[config.mk]
export PLATFORM = sky130hd
export DESIGN_NAME = pmb_ram
export DESIGN_NICKNAME = d
export VERILOG_FILES = /design/src/rtl/core/pmb_ram.sv
export SDC_FILE = /design/constraint.sdc
export NUM_CORES = 1
export LEC_CHECK = 0
export ABC_AREA = 1
export CAP_MARGIN = 20
export CORE_ASPECT_RATIO = 1.1
export CORE_MARGIN = 4
export CORE_UTILIZATION = 60
export CTS_CLUSTER_SIZE = 14
export DETAILED_ROUTE_END_ITERATION = 16
export DONT_BUFFER_PORTS = 1
export PLACE_DENSITY_LB_ADDON = 0.3
export REMOVE_ABC_BUFFERS = 1
export SETUP_SLACK_MARGIN = 0.1
export SLEW_MARGIN = 10
export SYNTH_ARGS = -nofsm -noshare
export SYNTH_HDL_FRONTEND = slang
export SYNTH_SLANG_ARGS = --single-unit
[constraint.sdc]
create_clock -name i_clk -period 3.1 [get_ports i_clk]
set_clock_uncertainty 0.2 [all_clocks]
set_input_delay 0.62 -clock i_clk [delete_from_list [all_inputs] [get_ports i_clk]]
set_output_delay 0.62 -clock i_clk [all_outputs]
set_load 0.005 [all_outputs]
[src/rtl/core/pmb_ram.sv]
// Generic simple dual-port RAM: one write port, one read port, registered read.
// No dependencies.
module pmb_ram #(
    parameter int unsigned WIDTH = 8,
    parameter int unsigned DEPTH = 16,
    localparam int unsigned W_ADDR = (DEPTH > 1) ? $clog2(DEPTH) : 1
) (
    input  logic              i_clk,
    input  logic              i_we,
    input  logic [W_ADDR-1:0] i_waddr,
    input  logic [WIDTH-1:0]  i_wdata,
    input  logic [W_ADDR-1:0] i_raddr,
    output logic [WIDTH-1:0]  o_rdata
);

    logic [WIDTH-1:0] r_mem [DEPTH];
    logic [WIDTH-1:0] r_rdata;

    always_ff @(posedge i_clk) begin
        if (i_we) begin
            r_mem[i_waddr] <= i_wdata;
        end
        r_rdata <= r_mem[i_raddr];
    end

    assign o_rdata = r_rdata;

endmodule

[Word-level counts from Yosys, hierarchy flattened]
Memories as Yosys holds them, arrays and structs flattened. A register that Yosys moved wholly into a read port is not among the register bits.
Index checks and enable logic that the tools add are counted.
Word-level totals
  bits in writable memories: 128
  flip-flop bits (word level): 0
  logic and storage cells: 3
  output and inout bits: 8
  memories kept: 1
  input bits: 18
Memories
  r_mem: depth 16, width 8, rd ports 1, clocked after memory_dff 1, wr ports 1, RTL line 16  | logic [WIDTH-1:0] r_mem [DEPTH];
Operators by class
  mux-type cells: 2
Operators by type and width (number)
  1-bit 2-to-1 mux: 2

[Depth between registers and ports, before layout]
  word-level depth: 2
  gate-level depth with buffers: 8
  depth with buffers taken out: 7

[Least setup slack after synthesis]
OpenSTA, ideal clock, no wires.
  kind: input-to-reg
  start: input port i_waddr[2]
  end: memory r_mem[10][0] (enable)
  path buffers: 0
  required time: 2.530 ns
  library setup time: 0.370 ns
  arrival: 1.201 ns
  cell stages on the path: 2
  path slack: 1.329 ns
  path through: nand3b_1 -> nor2_1
RTL lines
  start: declaration: RTL line 10  | input logic [W_ADDR-1:0] i_waddr,
  end: declaration: RTL line 16
No word-level cell before the write port.

[Worst setup path after layout]
  start: register r_rdata[1], in the netlist o_rdata[1], read port of r_mem
  end: output port o_rdata[1]
RTL lines
  start: declaration: RTL line 17  | logic [WIDTH-1:0] r_rdata;
  end: declaration: RTL line 13  | output logic [WIDTH-1:0] o_rdata
No word-level cell between the ends.

==> impl_metrics.ini <==
[clock_network]
clk_pin_slew_ns = 0.06
cts_setup_buffers = 0
numCtsBuffers = 17
postCtsResizedCells = 0
h-tree-depth = 4
cts-hold-fix-buffers = 8
clk_latency_ns = 0.53
clk_path_buf_depth = 2
cts.sinks = 136
tritoncts = built
root_buffer = clkbuf_8

[grt]
gr-total-overflow = 0
grt_pass1_wl_mm = 20.5
track_usage_pct = 24.6
grt_start_max_net_pins = 66
grt_pass1_vias = 3856
grt_antenna_before_repair = 0

[routing]
drtPass1Iterations = 6
vias = 3868
drcViolationCount = 0
vias_per_cell = 5.62
wl_mm = 12.7
wl_per_cell_um = 18.4
drt_iter0_drc = 428
ant_nets = 0

[synth]
ys.warnings.count = 0
async_flop_share_pct = 0
ys_seq_area_share_pct = 69.4
postSynthAreaPerCell_sq_um = 10.5
synth_flop_cell = edfxtp_1
synth_edf_count = 128
yosysTopAreaCellShare_pct = 66.7
synth_cell_types = 12
yosys-top-cells-area = edfxtp_1 (67%), nand2_1 (11%), nand3_1 (8.4%)
yosysMostFrequentCell = nand2_1
synthCells = 551
ys_top_cells_by_count = nand2_1 (173), edfxtp_1 (128), inv_1 (100), nand3_1 (97), nor2_1 (17)
netlist_area_sq_um = 5770
synth_largest_area_cell = edfxtp_1
synth_seq_cells = 136

[setup_path]
critical_path_required_ns = 2.28
arrival_ns = 0.92
crit_fanout = 1
worstReg2RegStart = r_mem[1][3]
crit_type = flop to primary output
worst_setup_path_end_kind = primary output
r2r_cells = 6
reg2reg_slack_ns = 1.88
r2r_end = o_rdata[3]
setup.worst_path.end = o_rdata[1]
worstSetupStartpointType = flop
startpoint = o_rdata[1]
cp.depth = 0

[floorplanning]
fp.dieW_um = 101
initial_core_util_pct = 61.7
rows = 37
die-area_sq_um = 11200
die_h_um = 111
core_sq_um = 9350
pin_count = 26

[pwr]
p_int_mw = 3.34
comb_power_share_pct = 4.6
vdd_drop_max_mv = 0.422
p_switching_uw = 916
switching_share_pct = 21.5
power.share.sequential_pct = 48.7
leakage_nw = 2.75
p_per_area_nw_per_um2 = 659
pwr-share-clk_pct = 46.7

[sta]
final_max_slew_viol_count = 0
relSlewSlack_pct = 32.4
hold_viol_final = 0
fin_crit_ns = 1.74
rsz0062_at_grt = no
fin_setup_tns_ns = 0
setup_ws_ns = 1.36
worst_pin_slew_ns = 1.01
fin_crit_sh_pct = 56.0
setup_viol = 0
fmax_ghz = 0.576

[placed_design]
preCtsSetupSlack_ns = 0.919
hpwl_mm = 7.55
numPortBuffers = 0
routabilityCongestion = 0.839

[layout]
drive_gt1_share_pct = 6.65
fin_nets = 576
antenna_cells = 0
areaGrowthSynthToFinish_pct = 12.1

[hold_path]
min_path_type = primary input to flop
hold_path_depth = 2

[outcome]
status = completed

[job]
maxCapViolations = 0
metal layers:
| layer | wire [um] | track usage, % | share of wire, % |
|---|---|---|---|
| met2 | 6330 | 38.5 | 50 |
| met3 | 1160 | 6.73 | 9.2 |
| met1 | 4840 | 32.3 | 38 |
| met5 | 0 | 0 | 0 |
| met4 | 339 | 10.1 | 2.7 |
area by class of cell:
class	count	area (sq um)
sequential	136	4000
fill	658	2890
multi-input combinational	289	1210
clock buffer	17	414
inverter	102	383
clock inverter	15	179
tap	117	146
timing repair buffer	12	123
cell usage in the layout (no fill, tap or decap):
cell type / count
buf_4: 3
clkinvlp_4: 4
dlygate4sd3_1: 8
edfxtp_1: 128
clkinv_4: 4
dfxtp_1: 8
inv_2: 2
clkinv_2: 3
nand2_1: 173
nand3_1: 97
buf_12: 1
clkbuf_8: 1
bufinv_16: 3
nor2_1: 17
inv_6: 1
clkbuf_16: 16
inv_1: 100
nand3b_1: 2
how the worst min path moves through the flow:
| stage | startpoint | endpoint | slack (ns) |
|---|---|---|---|
| after floorplan | r_mem[10][0] | o_rdata[0] | 0.41 |
| after global placement | r_mem[11][7] | o_rdata[7] | 0.44 |
| after detailed placement | r_mem[12][2] | o_rdata[2] | 0.45 |
| after CTS | i_raddr[3] | o_rdata[2] | 0.03 |
| after global routing | i_raddr[3] | o_rdata[6] | 0.03 |
| final | i_raddr[3] | o_rdata[2] | 0.04 |
power groups by stage:
stage	sequential [mW]	clock, mW	combinational [mW]
after floorplan	2.10	0	0.111
after global placement	2.11	0	0.150
after detailed placement	2.11	0	0.155
after CTS	2.07	2.00	0.194
after global routing	2.08	2.09	0.218
final	2.07	1.99	0.195
stage by stage:
stage          utilization (%)  hold slack [ns]  power (mW)  cell area (sq um)  std cells
2_1_floorplan                -            0.407        2.22               5600        527
3_3_place_gp              61.9            0.441        2.26               5790        648
3_5_place_dp              61.9            0.452        2.27               5790        648
4_1_cts                   69.1           0.0278        4.26               6460        688
5_1_grt                   69.1           0.0314        4.39               6460        688
6_report                  69.1           0.0421        4.26               6460        688
flip-flops by register name (all words and copies together), names as in the netlist:
signal,count
o_rdata,8
r_mem,128
cells by family (layout without fill, tap and decap cells):
logic type    count (synthesis)  in the layout  share of synthesized area, %
simple gates                289            289                          21.0
flops                       136            136                          69.4
buf+inv                     126            146                          9.52
Note: power is estimated with default switching activity, not from simulation.
