==> config.mk <==
export PLATFORM = sky130hd
export DESIGN_NAME = pmb_stats
export DESIGN_NICKNAME = d
export VERILOG_FILES = /design/src/rtl/core/pmb_pkg.sv /design/src/rtl/core/pmb_stats.sv
export SDC_FILE = /design/constraint.sdc
export NUM_CORES = 1
export LEC_CHECK = 0
export BUFFER_PORTS_ARGS = -buffer_cell sky130_fd_sc_hd__buf_2
export CORE_UTILIZATION = 58
export CTS_BUF_LIST = sky130_fd_sc_hd__clkbuf_2
export CTS_CLUSTER_DIAMETER = 80
export DETAILED_ROUTE_END_ITERATION = 12
export PLACE_DENSITY = 0.88
export RECOVER_POWER = 25
export SLEW_MARGIN = 40
export SYNTH_ARGS = -nofsm -noshare
export SYNTH_HDL_FRONTEND = slang
export SYNTH_SLANG_ARGS = --single-unit
==> constraint.sdc <==
create_clock -name i_clk -period 2.9 [get_ports i_clk]
set_input_delay 0.29 -clock i_clk [delete_from_list [all_inputs] [get_ports i_clk]]
set_output_delay 0.29 -clock i_clk [all_outputs]
set_load 0.03 [all_outputs]
==> src/rtl/core/pmb_pkg.sv <==
// Shared types, status codes and a helper function for the priority mailbox.
// Used by the interfaces, the statistics counters and the top level.
package pmb_pkg;

    localparam int unsigned ID_W   = 8;
    localparam int unsigned DATA_W = 64;
    localparam int unsigned LEN_W  = 4;
    localparam int unsigned PRIO_W = 3;
    localparam int unsigned STAT_W = 3;
    localparam int unsigned CNT_W  = 32;
    localparam int unsigned PEND_W = 5;
    localparam int unsigned GOTP_W = 2;

    localparam logic OP_SEND = 1'b0;
    localparam logic OP_RECV = 1'b1;

    localparam logic [STAT_W-1:0] ST_OK       = 3'd0;
    localparam logic [STAT_W-1:0] ST_PARAM    = 3'd1;
    localparam logic [STAT_W-1:0] ST_OVERFLOW = 3'd2;
    localparam logic [STAT_W-1:0] ST_FULL     = 3'd3;
    localparam logic [STAT_W-1:0] ST_EMPTY    = 3'd4;

    typedef struct packed {
        logic [ID_W-1:0]   src;
        logic [ID_W-1:0]   dst;
        logic [DATA_W-1:0] payload;
        logic [LEN_W-1:0]  len;
    } t_slot;

    typedef struct packed {
        logic sent;
        logic recv;
        logic drop;
    } t_stat_inc;

    typedef struct packed {
        logic [CNT_W-1:0] sent;
        logic [CNT_W-1:0] recv;
        logic [CNT_W-1:0] drop;
    } t_stat_cnt;

    // Bytes at and above the given length are cleared.
    function automatic logic [DATA_W-1:0] keep_bytes(input logic [DATA_W-1:0] data,
                                                     input logic [LEN_W-1:0] len);
        logic [DATA_W-1:0] res;
        res = '0;
        for (int b = 0; b < DATA_W / 8; b++) begin
            if (b < int'(len)) begin
                res[b*8 +: 8] = data[b*8 +: 8];
            end
        end
        return res;
    endfunction

endpackage

==> src/rtl/core/pmb_stats.sv <==
// Saturating sent, received and dropped counters of the mailbox.
// Depends on pmb_pkg for the increment and count structs.
module pmb_stats (
    input  logic               i_clk,
    input  logic               i_rst_n,
    input  pmb_pkg::t_stat_inc i_inc,
    output pmb_pkg::t_stat_cnt o_cnt_next
);

    localparam logic [pmb_pkg::CNT_W-1:0] SAT = '1;

    pmb_pkg::t_stat_cnt r_cnt;
    pmb_pkg::t_stat_cnt n_cnt;

    always_comb begin
        n_cnt = r_cnt;
        if (i_inc.sent && r_cnt.sent != SAT) begin
            n_cnt.sent = r_cnt.sent + 1'b1;
        end
        if (i_inc.recv && r_cnt.recv != SAT) begin
            n_cnt.recv = r_cnt.recv + 1'b1;
        end
        if (i_inc.drop && r_cnt.drop != SAT) begin
            n_cnt.drop = r_cnt.drop + 1'b1;
        end
    end

    always_ff @(posedge i_clk) begin
        if (!i_rst_n) begin
            r_cnt <= '0;
        end else begin
            r_cnt <= n_cnt;
        end
    end

    // The result of an operation reports the counters as they stand after it.
    assign o_cnt_next = n_cnt;

endmodule

-- After elaboration in Yosys (flattened, before gate mapping)
Cells that the tools add are included.
- $add $sub $neg: 3
- eq/ne operators: 3
- multiplexer cells: 3
- reductions and logical operators: 3
- operators by type and width (operator ; number):
    32-bit by 1-bit adder with 32-bit output (second input constant) ; 3
    32-bit two-way mux ; 3
    32-bit != test (second input constant) ; 3
    1-bit logical AND ; 3
- register bits after elaboration: 96
- output and inout bits: 96

-- Logic depth before layout (Yosys ltp)
- depth in word-level cells: 3
- depth in mapped cells: 7
- mapped depth without buffers: 6

-- Worst setup path after synthesis
No wires, ideal clock.
- path kind: reg2out
- start point: register r_cnt[72] in the netlist's numbering
- end point: output port o_cnt_next[81] in the netlist's numbering
- arrival time: 2353 ps
- slack: 257 ps
- cell stages (with the launch flop): 8
- path buffers: 2
- cell sequence: dfxtp_1 > nand3_1 > or3_1 > buf_2 > or4_1 > buf_2 > and3_1 > xor2_1
- RTL lines (what ; line ; RTL):
    start, declared ; pmb_stats.sv:12 ; pmb_pkg::t_stat_cnt r_cnt;
    start signal, assigned ; pmb_stats.sv:32 ; r_cnt <= n_cnt;
    end, declared ; pmb_stats.sv:7 ; output pmb_pkg::t_stat_cnt o_cnt_next

==> flow_summary.toml <==
[timing]
setup_tns_ns = -7.864
fin_crit_sh_pct = 114.2
setup_violations = 55
fmax_mhz = 302.0
rsz0062_at_grt = "true"
final.setup_skew_ns = 0.06869
hold_viol = 0
fin_crit_ns = 3.312
tightest_slew_ns = 0.6732
fin_ws_ns = -0.4115
holdWs_ns = 0.1955
slew_violations = 0
slew-limit-headroom_pct = 55.12

[drt]
drc = 0
via_count = 6609
antenna_left = 0
via_per_inst = 6.576
wirelength_um = 22520
avgRoutedWirePerCell_um = 22.41
first_pass_iters = 5
drt-initial-drc-count = 540

[yosys]
syn_avg_cell_area_um2 = 8.354
ys_warn_count = 0
synth_area_um2 = 5664
synth_ff_type = "dfxtp_1"
synth_largest_area_cell = "dfxtp_1"
yosysSeqAreaShare_pct = 33.93
async_flop_share_pct = 0
yosysTopAreaCellShare_pct = 33.93
ys_seq_elements = 96
syn_inst = 678
synth.area.top_cells = "dfxtp_1, mux2i_1, xnor2_1"
synth_cell_types = 46
synth-edff-count = 0
synthesis.nets = 686

[worst_setup_path]
rr_startpoint = "r_cnt[80]$_SDFF_PN0_"
end_kind = "output pin"
worstSetupPathType = "flop to output pin"
cp-start-kind = "flop"
crit_start = "r_cnt[80]$_SDFF_PN0_"
crit_fanout = 8
arrival_ns = 3.02
worstPathRequired_ns = 2.61

[clock_network]
clk_latency_ns = 0.61
cts_root_buf = "clkbuf_2"
clockBufferDepth = 2
cts.clk_slew.worst_paths_ns = 0.33
cts_hold_buffers = 0
cts_tree = "done"
cts_sinks = 96
cts-htree-levels = 3
numCtsBuffers = 9

[global_routing]
grt_pass1_wl_um = 25350
met2_usage_pct = 54.37
antenna_found_initial = 0
use_met1_pct = 37.63
grt_max_degree = 70
grt_util_met3_pct = 4.300
grt_pass1_vias = 5414
grt_remaining_overflow = 0
grt_usage_pct = 31.13
top_usage_layer = "met2"

[power]
power.share.clock_pct = 31.0
combPwrFrac_pct = 9.0
power.internal_mw = 1.593
seqPwrFrac_pct = 60.1
irDropWorstVdd_uv = 240.1
sw_frac_of_total_pct = 28.11
cellLeakagePower_nw = 3.714
finalPower_mw = 2.216
power_density_nw_per_um2 = 265.6
netSwitchingPower_mw = 0.6230

[final_layout]
antenna_cells = 0
mostFrequentLayoutCell = "buf_4"
nets = 879
regMostFlops = "r_cnt"
nFillCells = 421
syn2layout_area_growth_pct = 47.32
mostFrequentLayoutCells = "buf_4, nand2_1, mux2i_1"
largest_reg_flops = 96
largestRegisters = "r_cnt: 96 flops"
drive_above_1_share_pct = 44.06

[floorplanning]
die_h_um = 100.8
dieWidth_um = 100.8
rows = 35
die-area_um2 = 10160
top_level_ports = 101
core-area_um2 = 9371
start_util_pct = 60.44

[run]
drv_cap = 0

[outcome]
violations = "negative setup slack"
status = "complete, but fails checks"

[placed_design]
gp_congestion = 1.035
post-dp-hpwl_um = 10140
pre_cts_ws_ns = 0.1969
io_buffers = 100

[hold_path]
min_from = "i_inc[2]"
hold_path.class = "primary input to flop"
-- path summary, 6_finish.rpt --
kind	end	slack (ns)	cells after the start
worst max-delay path	o_cnt_next[71]	-0.41	6
worst min-delay path	r_cnt[70]$_SDFF_PN0_	0.20	4
worst max register to register	r_cnt[71]$_SDFF_PN0_	0.43	7
worst min register to register	r_cnt[87]$_SDFF_PN0_	0.51	2
-- cell usage after synthesis (3+ instances only) --
library cell / instances
nor3_1: 16
a211oi_1: 4
mux2i_1: 46
and2_1: 40
nand4b_1: 3
or3_1: 15
clkbuf_1: 17
mux2_2: 4
o311ai_0: 5
nand2_1: 105
a2111oi_0: 4
inv_1: 9
o31ai_1: 3
and4_1: 15
ha_1: 3
xnor2_1: 46
or4_1: 5
nand2b_1: 43
o21ai_0: 16
nor4_1: 10
dfxtp_1: 96
nand4_1: 34
a21oi_1: 18
xor2_1: 30
nor2_1: 13
buf_2: 4
and3_1: 20
nand3_1: 32
-- logic make-up (layout without fill, tap and decap cells) --
kind of cell / count (synthesis) / count (layout) / synth area share, %
AOI/OAI and AO/OA: 61 / 61 / 7.444
adders and majority gates: 3 / 3 / 0.6628
buffers and inverters: 31 / 229 / 2.143
muxes: 50 / 50 / 8.924
xor gates and xnor gates: 76 / 76 / 11.75
and+or+nand+nor: 361 / 361 / 35.14
DFF: 96 / 96 / 33.93
-- metal layers --
metal  wire length [um]  vias up  share of wire (%)
li1                   -     2801                  -
met1               7783     3119                 35
met2              10730      516                 48
met3               2179      173                9.7
met4               1825        0                8.1
met5                  0        -                  0
-- through the flow --
stage / area [um2] / cells / util, %
CTS: 7224 / 953 / 77.09
global placement: 6331 / 897 / 67.56
finish: 8344 / 1005 / 89.04
floorplan: 5664 / 678 / -
detailed placement: 6331 / 897 / 67.56
global route: 8344 / 1005 / 89.04
-- power groups by stage --
stage / registers [mW] / logic, mW / clock network [mW]
after global routing: 1.33 / 0.213 / 0.723
final: 1.33 / 0.198 / 0.686
after detailed placement: 1.37 / 0.148 / 0
after CTS: 1.34 / 0.161 / 0.665
after floorplan: 1.37 / 0.109 / 0
after global placement: 1.37 / 0.144 / 0
-- critical path, cell delays in order, from the launching register on --
cell and delay (ns):
dfxtp_4 0.50, nand4_4 0.23, or3_4 0.46, or4_4 0.63
nand4_1 0.18, xnor2_1 0.18, buf_4 0.22
-- cell type report --
type	instances	area (um2)	share of cell area (%)
Timing Repair Buffer	204	1523	18.25
Multi-Input combinational cell	551	4473	53.61
Tap cell	129	161.4	1.934
Sequential cell	96	2043	24.49
Clock inverter	6	60.06	0.7197
Inverter	9	33.78	0.4049
Clock buffer	10	50.05	0.5998
-- what timing repair did --
| action | in CTS | in global routing |
|---|---|---|
| cloned | 0 | 0 |
| setup buffers | 40 | 54 |
| resized for setup | 143 | 205 |
| pin swaps | 34 | 56 |
| endpoints found under the setup margin | 74 | 85 |
(Power assumes the default switching activity.)
